`config.mk`:
```
export PLATFORM = sky130hd
export DESIGN_NAME = owner_tagged_timer_table_core
export DESIGN_NICKNAME = d
export VERILOG_FILES = /design/src/rtl/core/ottt_pkg.sv /design/src/rtl/core/ottt_ctrl.sv /design/src/rtl/core/ottt_dp.sv /design/src/rtl/core/owner_tagged_timer_table_core.sv
export SDC_FILE = /design/constraint.sdc
export NUM_CORES = 2
export LEC_CHECK = 0
export BUFFER_PORTS_ARGS = -buffer_cell sky130_fd_sc_hd__buf_2
export CORE_AREA = 4 4 547 549
export CTS_CLUSTER_DIAMETER = 40
export DETAILED_ROUTE_END_ITERATION = 10
export DIE_AREA = 0 0 551 553
export SLEW_MARGIN = 10
export SYNTH_ARGS = -nofsm -noshare
export SYNTH_HDL_FRONTEND = slang
export SYNTH_SLANG_ARGS = --single-unit
```
`constraint.sdc`:
```
create_clock -name clk -period 15 [get_ports clk]
set_input_delay 3 -clock clk [delete_from_list [all_inputs] [get_ports clk]]
set_output_delay 3 -clock clk [all_outputs]
set_load 0.005 [all_outputs]
```
`src/rtl/core/ottt_pkg.sv`:
```
// Package for the owner-tagged timer table: sizes, field widths, action and
// result codes, controller state type and the controller/datapath structs.
// No dependencies; every other file of the block imports it.
package ottt_pkg;

  // Table geometry.
  localparam int TABLE_ENTRIES = 32;
  localparam int IDX_W = (TABLE_ENTRIES > 1) ? $clog2(TABLE_ENTRIES) : 1;

  // Field widths fixed by the interface.
  localparam int ACT_W   = 2;
  localparam int TIME_W  = 32;
  localparam int OWNER_W = 16;
  localparam int DELAY_W = 16;
  localparam int TAG_W   = 32;
  localparam int KIND_W  = 3;
  localparam int CNT_W   = 6;
  localparam int IVL_W   = 16;

  // Check interval after reset.
  localparam logic [IVL_W-1:0] INTERVAL_AT_RESET = 16'd5;

  // Action codes of an input item.
  localparam logic [ACT_W-1:0] ACT_CHECK  = 2'd0;
  localparam logic [ACT_W-1:0] ACT_ADD    = 2'd1;
  localparam logic [ACT_W-1:0] ACT_CANCEL = 2'd2;

  // Result kinds.
  localparam logic [KIND_W-1:0] KIND_ADDED   = 3'd0;
  localparam logic [KIND_W-1:0] KIND_FULL    = 3'd1;
  localparam logic [KIND_W-1:0] KIND_CANCEL  = 3'd2;
  localparam logic [KIND_W-1:0] KIND_FIRED   = 3'd3;
  localparam logic [KIND_W-1:0] KIND_DONE    = 3'd4;
  localparam logic [KIND_W-1:0] KIND_SKIPPED = 3'd5;

  // Controller states.
  typedef enum logic [1:0] {
    ST_IDLE,
    ST_SCAN,
    ST_FINAL
  } state_t;

  // Commands from the controller to the datapath.
  typedef struct packed {
    logic              accept;      // take the input item
    logic              scan;        // a table scan is in progress
    logic              advance;     // retire the current entry and step on
    logic              emit_final;  // load the closing result item
    logic [KIND_W-1:0] final_kind;
  } ottt_cmd_t;

  // Status from the datapath to the controller.
  typedef struct packed {
    logic [ACT_W-1:0] in_action;     // action of the offered item
    logic             interval_pass; // offered check item may run
    logic             act_check;     // latched item is a check
    logic             act_add;       // latched item is an add
    logic             hit;           // current entry matches the action
    logic             last_entry;    // current entry is the last one
    logic             out_free;      // output register can take an item
  } ottt_sts_t;

endpackage

```
`src/rtl/core/ottt_ctrl.sv`:
```
// Controller of the timer table: sequences accept, entry scan and the
// closing result. Depends on ottt_pkg; drives ottt_dp through ottt_cmd_t.
module ottt_ctrl
  import ottt_pkg::*;
(
  input  logic      clk,
  input  logic      rst_n,
  input  logic      in_valid,
  output logic      in_stall,
  input  ottt_sts_t sts,
  output ottt_cmd_t cmd
);

  state_t            state_r, state_nxt;
  logic [KIND_W-1:0] kind_r, kind_nxt;

  // State and pending result kind.
  always_ff @(posedge clk) begin
    if (!rst_n) begin
      state_r <= ST_IDLE;
      kind_r  <= KIND_ADDED;
    end else begin
      state_r <= state_nxt;
      kind_r  <= kind_nxt;
    end
  end

  // New items are taken only while no item is in work.
  assign in_stall = (state_r != ST_IDLE);

  // Next state and commands.
  always_comb begin
    state_nxt      = state_r;
    kind_nxt       = kind_r;
    cmd            = '0;
    cmd.final_kind = kind_r;
    unique case (state_r)
      ST_IDLE: begin
        if (in_valid) begin
          cmd.accept = 1'b1;
          unique case (sts.in_action)
            ACT_CHECK: begin
              if (sts.interval_pass) begin
                state_nxt = ST_SCAN;
                kind_nxt  = KIND_DONE;
              end else begin
                state_nxt = ST_FINAL;
                kind_nxt  = KIND_SKIPPED;
              end
            end
            ACT_ADD: begin
              // Stays full unless a free entry turns up.
              state_nxt = ST_SCAN;
              kind_nxt  = KIND_FULL;
            end
            ACT_CANCEL: begin
              state_nxt = ST_SCAN;
              kind_nxt  = KIND_CANCEL;
            end
            default: begin
              // Unused code: item is dropped without a result.
              state_nxt = ST_IDLE;
            end
          endcase
        end
      end
      ST_SCAN: begin
        cmd.scan = 1'b1;
        // A firing entry waits until the output register is free.
        if (!(sts.hit && sts.act_check && !sts.out_free)) begin
          cmd.advance = 1'b1;
          if (sts.hit && sts.act_add) begin
            kind_nxt  = KIND_ADDED;
            state_nxt = ST_FINAL;
          end else if (sts.last_entry) begin
            state_nxt = ST_FINAL;
          end
        end
      end
      ST_FINAL: begin
        if (sts.out_free) begin
          cmd.emit_final = 1'b1;
          state_nxt      = ST_IDLE;
        end
      end
      default: begin
        state_nxt = ST_IDLE;
      end
    endcase
  end

endmodule

```
`src/rtl/core/ottt_dp.sv`:
```
// Datapath of the timer table: slot memory, valid bits, scan index, count,
// last-check time, interval register and output register. Depends on ottt_pkg.
module ottt_dp
  import ottt_pkg::*;
(
  input  logic                      clk,
  input  logic                      rst_n,
  input  logic                      cfg_wr_en,
  input  logic [IVL_W-1:0]          cfg_wr_data,
  input  logic [ACT_W-1:0]          in_action,
  input  logic [TIME_W-1:0]         in_current_time,
  input  logic [OWNER_W-1:0]        in_owner_id,
  input  logic [DELAY_W-1:0]        in_delay,
  input  logic signed [TAG_W-1:0]   in_event_tag,
  output logic                      out_valid,
  input  logic                      out_stall,
  output logic [KIND_W-1:0]         out_kind,
  output logic [OWNER_W-1:0]        out_fired_owner,
  output logic signed [TAG_W-1:0]   out_fired_tag,
  output logic [CNT_W-1:0]          out_count,
  output logic                      out_last,
  input  ottt_cmd_t                 cmd,
  output ottt_sts_t                 sts
);

  localparam int ENTRY_W = OWNER_W + TAG_W + TIME_W;
  localparam logic [IDX_W-1:0] LAST_IDX = IDX_W'(TABLE_ENTRIES - 1);

  // Configuration and check bookkeeping.
  logic [IVL_W-1:0]   interval_r;
  logic [TIME_W-1:0]  last_check_r;

  // Latched input item.
  logic [ACT_W-1:0]   act_r;
  logic [TIME_W-1:0]  now_r;
  logic [OWNER_W-1:0] owner_r;
  logic [DELAY_W-1:0] delay_r;
  logic [TAG_W-1:0]   tag_r;

  // Scan state.
  logic [IDX_W-1:0]   idx_r, idx_nxt;
  logic [IDX_W-1:0]   rd_addr;
  logic [CNT_W-1:0]   cnt_r;
  logic               valid_r [TABLE_ENTRIES];

  // Slot memory and its registered read port.
  logic [ENTRY_W-1:0] mem [TABLE_ENTRIES];
  logic [ENTRY_W-1:0] rd_data_r;
  logic [OWNER_W-1:0] ent_owner;
  logic [TAG_W-1:0]   ent_tag;
  logic [TIME_W-1:0]  ent_trigger;

  // Output register.
  logic               out_valid_r;
  logic [KIND_W-1:0]  out_kind_r;
  logic [OWNER_W-1:0] out_owner_r;
  logic [TAG_W-1:0]   out_tag_r;
  logic [CNT_W-1:0]   out_count_r;
  logic               out_last_r;

  logic [TIME_W-1:0]  since_check;
  logic [TIME_W-1:0]  since_trigger;
  logic               ent_valid;
  logic               fired;
  logic               hit;
  logic               out_free;
  logic               wr_en;
  logic               fire_emit;

  assign {ent_owner, ent_tag, ent_trigger} = rd_data_r;

  // Interval test for an offered check item.
  assign since_check = in_current_time - last_check_r;

  // Match of the current entry against the latched action.
  assign ent_valid     = valid_r[idx_r];
  assign since_trigger = now_r - ent_trigger;
  assign fired         = (since_trigger != '0) && !since_trigger[TIME_W-1];

  always_comb begin
    unique case (act_r)
      ACT_CHECK:  hit = ent_valid && fired;
      ACT_ADD:    hit = !ent_valid;
      ACT_CANCEL: hit = ent_valid && (ent_owner == owner_r);
      default:    hit = 1'b0;
    endcase
  end

  assign out_free  = !out_valid_r || !out_stall;
  assign wr_en     = cmd.advance && hit && (act_r == ACT_ADD);
  assign fire_emit = cmd.advance && hit && (act_r == ACT_CHECK);

  assign sts.in_action     = in_action;
  assign sts.interval_pass = (since_check > TIME_W'(interval_r));
  assign sts.act_check     = (act_r == ACT_CHECK);
  assign sts.act_add       = (act_r == ACT_ADD);
  assign sts.hit           = hit;
  assign sts.last_entry    = (idx_r == LAST_IDX);
  assign sts.out_free      = out_free;

  // Read address: the next entry on a step, the current one while held.
  always_comb begin
    if (cmd.advance) begin
      idx_nxt = (idx_r == LAST_IDX) ? '0 : idx_r + 1'b1;
      rd_addr = idx_nxt;
    end else if (cmd.scan) begin
      idx_nxt = idx_r;
      rd_addr = idx_r;
    end else begin
      idx_nxt = cmd.accept ? '0 : idx_r;
      rd_addr = '0;
    end
  end

  // Control registers: interval, last check, index, count, latched action, valid bits.
  always_ff @(posedge clk) begin
    if (!rst_n) begin
      interval_r   <= INTERVAL_AT_RESET;
      last_check_r <= '0;
      idx_r        <= '0;
      cnt_r        <= '0;
      act_r        <= ACT_CHECK;
      for (int i = 0; i < TABLE_ENTRIES; i++) begin
        valid_r[i] <= 1'b0;
      end
    end else begin
      if (cfg_wr_en) begin
        interval_r <= cfg_wr_data;
      end
      idx_r <= idx_nxt;
      if (cmd.accept) begin
        act_r <= in_action;
        cnt_r <= '0;
        if ((in_action == ACT_CHECK) && sts.interval_pass) begin
          last_check_r <= in_current_time;
        end
      end
      if (cmd.advance && hit) begin
        if (act_r == ACT_ADD) begin
          valid_r[idx_r] <= 1'b1;
        end else begin
          valid_r[idx_r] <= 1'b0;
          cnt_r          <= cnt_r + 1'b1;
        end
      end
    end
  end

  // Payload of the latched item.
  always_ff @(posedge clk) begin
    if (cmd.accept) begin
      now_r   <= in_current_time;
      owner_r <= in_owner_id;
      delay_r <= in_delay;
      tag_r   <= $unsigned(in_event_tag);
    end
  end

  // Slot memory: one write and one registered read per cycle.
  always_ff @(posedge clk) begin
    if (wr_en) begin
      mem[idx_r] <= {owner_r, tag_r, now_r + TIME_W'(delay_r)};
    end
    rd_data_r <= mem[rd_addr];
  end

  // Output register: valid flag under reset, payload without.
  always_ff @(posedge clk) begin
    if (!rst_n) begin
      out_valid_r <= 1'b0;
    end else if (fire_emit || cmd.emit_final) begin
      out_valid_r <= 1'b1;
    end else if (!out_stall) begin
      out_valid_r <= 1'b0;
    end
  end

  always_ff @(posedge clk) begin
    if (fire_emit) begin
      out_kind_r  <= KIND_FIRED;
      out_owner_r <= ent_owner;
      out_tag_r   <= ent_tag;
      out_count_r <= '0;
      out_last_r  <= 1'b0;
    end else if (cmd.emit_final) begin
      out_kind_r  <= cmd.final_kind;
      out_owner_r <= '0;
      out_tag_r   <= '0;
      out_count_r <= ((cmd.final_kind == KIND_CANCEL) || (cmd.final_kind == KIND_DONE))
                     ? cnt_r : '0;
      out_last_r  <= 1'b1;
    end
  end

  assign out_valid       = out_valid_r;
  assign out_kind        = out_kind_r;
  assign out_fired_owner = out_owner_r;
  assign out_fired_tag   = $signed(out_tag_r);
  assign out_count       = out_count_r;
  assign out_last        = out_last_r;

endmodule

```
`src/rtl/core/owner_tagged_timer_table_core.sv`:
```
// Owner-tagged timer table: a fixed table of one-shot timers with add,
// cancel-by-owner and periodic check. Top level joining ottt_ctrl and
// ottt_dp; depends on ottt_pkg.
//
// Usage:
//   Input channel (in_valid / in_stall) carries one action item: check,
//   add or cancel, with the present time and the owner, delay and tag.
//   Result channel (out_valid / out_stall) carries result items; the last
//   result caused by an input item has out_last set. A check that runs
//   gives one fired item per expired timer, then a done item with the count.
//   cfg_wr_en / cfg_wr_data write the check interval; write only while idle.
// Timing:
//   One item at a time. An add scans entries from the lowest until it finds
//   a free one; check and cancel scan all TABLE_ENTRIES entries, one per
//   cycle through the single read port of the slot memory, unless a firing
//   entry waits for the result register. A fired item is loaded into the
//   result register when its entry is retired; a closing item is loaded in
//   the final state, once the register is free, after the scan or accept.
// Reset clears all valid bits, the last check time and sets the interval
// to 5. When the receiver stalls, the scan holds at a firing entry and the
// result register keeps its item until it is taken.
module owner_tagged_timer_table_core
  import ottt_pkg::*;
(
  input  logic                    clk,
  input  logic                    rst_n,
  input  logic                    cfg_wr_en,
  input  logic [IVL_W-1:0]        cfg_wr_data,
  input  logic                    in_valid,
  output logic                    in_stall,
  input  logic [ACT_W-1:0]        in_action,
  input  logic [TIME_W-1:0]       in_current_time,
  input  logic [OWNER_W-1:0]      in_owner_id,
  input  logic [DELAY_W-1:0]      in_delay,
  input  logic signed [TAG_W-1:0] in_event_tag,
  output logic                    out_valid,
  input  logic                    out_stall,
  output logic [KIND_W-1:0]       out_kind,
  output logic [OWNER_W-1:0]      out_fired_owner,
  output logic signed [TAG_W-1:0] out_fired_tag,
  output logic [CNT_W-1:0]        out_count,
  output logic                    out_last
);

  ottt_cmd_t cmd;
  ottt_sts_t sts;

  // Sequencer.
  ottt_ctrl u_ctrl (
    .clk      (clk),
    .rst_n    (rst_n),
    .in_valid (in_valid),
    .in_stall (in_stall),
    .sts      (sts),
    .cmd      (cmd)
  );

  // Table storage and result path.
  ottt_dp u_dp (
    .clk             (clk),
    .rst_n           (rst_n),
    .cfg_wr_en       (cfg_wr_en),
    .cfg_wr_data     (cfg_wr_data),
    .in_action       (in_action),
    .in_current_time (in_current_time),
    .in_owner_id     (in_owner_id),
    .in_delay        (in_delay),
    .in_event_tag    (in_event_tag),
    .out_valid       (out_valid),
    .out_stall       (out_stall),
    .out_kind        (out_kind),
    .out_fired_owner (out_fired_owner),
    .out_fired_tag   (out_fired_tag),
    .out_count       (out_count),
    .out_last        (out_last),
    .cmd             (cmd),
    .sts             (sts)
  );

endmodule

```
==> results.json <==
{
  "status": "finished clean",
  "yosys_most_used_dff": "edfxtp_1",
  "cellPowerDensity_mw_per_mm2": 145,
  "grt_max_degree": 136,
  "grt_usage": 0.219,
  "synth_edf_count": 2704,
  "yosys_warnings": 0,
  "synth_fa_ha_area_frac": 0.0116,
  "finalSetupTns_ns": 0,
  "worst-path-buf-inv": 3,
  "min_path_type": "reg2reg",
  "die_area_sq_mm": 0.305,
  "cp.depth": 17,
  "synth_nets": 7712,
  "synth_area_leaders": "edfxtp_1, mux2i_1, dfxtp_1, a211oi_1, nand2_1",
  "synth-seq-cells": 2898,
  "synth_compound_area_frac": 0.0806,
  "grt_pass1_vias": 67500,
  "synth-simple-area-share": 0.0449,
  "ir_drop_mv": 0.107,
  "cts_max_level": 5,
  "grt_antenna_before_repair": 21,
  "min_path_cells": 2,
  "fin_crit_sh": 0.555,
  "ios": 179,
  "cts_tree": "built",
  "startpoint_type": "flip-flop",
  "drv_slew": 0,
  "finClkSkew_ns": 0.122,
  "wirelength_mm": 345,
  "finalSetupViolCount": 0,
  "synth_top_family_by_area": "multiplexers",
  "ctsLongestPathBuffers": 4,
  "hold_buffers": 0,
  "place.gp.congestion": 0.845,
  "yosysMostFrequentCell": "edfxtp_1",
  "final_antenna_net_count": 0,
  "cp_top_family": "compound AO/OA/AOI/OAI gates",
  "wl_per_cell_um": 28.6,
  "grt-ovfl-total": 0,
  "remaining_drc_errors": 0,
  "power_mw": 20.0,
  "syn_inst": 7486,
  "clkLatencyLatePin_ns": 0.94,
  "cp_cell_sequence": "inv_1 > ha_1 > a21oi_1 > o21ai_0 > nor3_1 > o211a_1 > o31ai_1 > xnor2_1 > or4_1 > o21ai_4 > a21o_4 > buf_4 > nor2_4 > buf_12 > a22oi_1 > a22oi_1 > o22ai_1",
  "nFillCells": 25100,
  "drt_iter0_drc": 8503,
  "core_sq_mm": 0.294,
  "cp_max_fo": 99,
  "fp-row-count": 199,
  "cts_resized": 0,
  "start_util": 0.400,
  "drtPass1Iterations": 8,
  "async_flop_share": 0,
  "clkSlewWorstSetupHoldPaths_ns": 0.05,
  "final.min_clock_period_ns": 8.32,
  "area_growth_pct": 17.0,
  "endpoint_kind": "flip-flop",
  "slowest_delay_ns": 1.01,
  "ff2ff_path_depth": 17,
  "drive_gt1_frac": 0.139,
  "critPathKind": "reg2reg",
  "ys_top_cells_by_count": "edfxtp_1, mux2i_1, nand2_1, a211oi_1, a22oi_1",
  "tightest_slew_ns": 1.26,
  "synth.top_cell.area_share": 0.692,
  "die_w_um": 551,
  "die-height_um": 553,
  "synth_cell_types": 91,
  "regToRegStartpoint": "u_dp.rd_data_r[18]$_DFF_P_",
  "crit_top_cell": "a22oi_1",
  "synth_area_sq_mm": 0.117,
  "drv_cap": 0,
  "fin_nets": 8012,
  "yosysTopAreaCell": "edfxtp_1",
  "cp.arrival_ns": 8.98,
  "synth-seq-area-share": 0.725,
  "num_vias": 69300,
  "avgSynthCellArea_sq_um": 15.7,
  "cp.required_ns": 15.66,
  "max_freq_mhz": 120,
  "grt_pass1_wl_mm": 487,
  "finalHoldViolCount": 0,
  "rsz0062_at_grt": "no",
  "cts-buffers-inserted": 399,
  "avgViaCountPerCell": 5.75,
  "max-slew-margin-rel": 0.159,
  "cp_slowest_cell": "buf_4",
  "portBuffers": 178,
  "clockRootBuffer": "clkbuf_16",
  "final_cells": 12100,
  "p_leak_nw": 49.9,
  "dp.cells": 11300,
  "cts_sinks": 2898,
  "synth_xor_area_frac": 0.00552,
  "worstHoldStart": "u_dp.out_kind[2]$_SDFFE_PP0P_",
  "post_cts_buffers": 0,
  "dp_hpwl_mm": 172,
  "muxShareOfSynthArea": 0.109,
  "critPathLaunch": "u_dp.rd_data_r[18]$_DFF_P_"
}
[report_power, final]
part / internal [mW] / switching, mW / leakage (nW) / total, mW
Clock: 6.07 / 3.68 / 6.71 / 9.76
Sequential: 9.05 / 0.107 / 25.9 / 9.15
Combinational: 0.372 / 0.678 / 17.3 / 1.05
Total: 15.5 / 4.47 / 49.9 / 20.0
[metal layers]
| metal | vias up | part of all wire | GRT usage |
|---|---|---|---|
| met3 | 612 | 0.082 | 0.0347 |
| li1 | 30000 | - | - |
| met2 | 3407 | 0.46 | 0.345 |
| met1 | 35300 | 0.42 | 0.311 |
| met5 | - | 0.00020 | 0 |
| met4 | 8 | 0.031 | 0.0684 |
[tightest hold or removal path: stages (launching register included)]
cell     delay, ns
dfxtp_1       0.30
nand2_1       0.05
a21oi_1       0.06
[final timing paths]
kind / slack [ns] / to
min reg2reg: 0.46 / u_dp.out_kind[2]$_SDFFE_PP0P_
max reg2reg: 6.68 / u_dp.rd_data_r[13]$_DFF_P_
max: 6.68 / u_dp.rd_data_r[13]$_DFF_P_
min: 0.46 / u_dp.out_kind[2]$_SDFFE_PP0P_
[layout by cell type (no fill, tap or decap), types with 22 or more instances in the layout]
cell type   count
nor2b_1        42
a211oi_1      317
inv_1         208
nand2_1       573
clkinvlp_4     55
buf_4         131
nand4_1        23
and3_1         22
clkinv_1       29
xnor2_1        29
o211ai_1       98
nand3_1       110
o21ai_0        62
inv_6          37
a21oi_1       169
edfxtp_1     2704
dfxtp_1       194
clkinv_4       36
bufinv_16      56
nor2_1         81
a31oi_1        85
ha_1          104
clkbuf_16     405
buf_2         177
clkbuf_1       33
nand2b_1       22
o21a_1         76
nor2_4         32
mux2i_1      1253
nor3_1        104
o22ai_1       161
clkinv_2       47
and2_1         60
a22oi_1       238
[metrics by stage]
step           utilization  area, sq um  setup slack [ns]  hold WS, ns
2_1_floorplan            -       117000              4.49        0.438
3_3_place_gp         0.419       123000              6.27        0.446
3_5_place_dp         0.419       123000              6.33        0.451
4_1_cts              0.467       137000              6.72        0.466
5_1_grt              0.467       137000              6.36        0.476
6_report             0.468       137000              6.68        0.463
[cell type report]
| type | count | area [sq um] | area share |
|---|---|---|---|
| timing repair buffer | 328 | 2270 | 0.0165 |
| antenna | 13 | 32.5 | 0.000237 |
| multi-input combinational | 3949 | 30200 | 0.220 |
| sequential | 2898 | 85100 | 0.619 |
| tap | 3919 | 4900 | 0.0357 |
| clock inverter | 284 | 3520 | 0.0257 |
| inverter | 210 | 795 | 0.00578 |
| clock buffer | 457 | 10500 | 0.0766 |
[state kept, by name, indices dropped and copies added, names as in the netlist, named ones only]
signal,count
u_ctrl.kind_r,3
u_dp.out_last,1
u_dp.cnt_r,6
u_dp.out_count,6
u_dp.out_fired_owner,16
u_ctrl.state_r,2
u_dp.mem,2560
u_dp.idx_r,5
u_dp.out_valid,1
u_dp.rd_data_r,80
u_dp.valid_r,32
u_dp.now_r,32
u_dp.last_check_r,32
u_dp.delay_r,16
u_dp.act_r,2
u_dp.owner_r,16
u_dp.out_kind,3
u_dp.tag_r,32
u_dp.out_fired_tag,32
u_dp.interval_r,16
[cells by family after synthesis]
group | Yosys count
flip-flops | 2898
multiplexers | 1270
adder cells (fa/ha/maj) | 107
AND/OR/NAND/NOR | 1145
AO/OA/AOI/OAI | 1353
XOR/XNOR | 74
buffers and inverters | 639
Power figures use the tool's default switching activity.
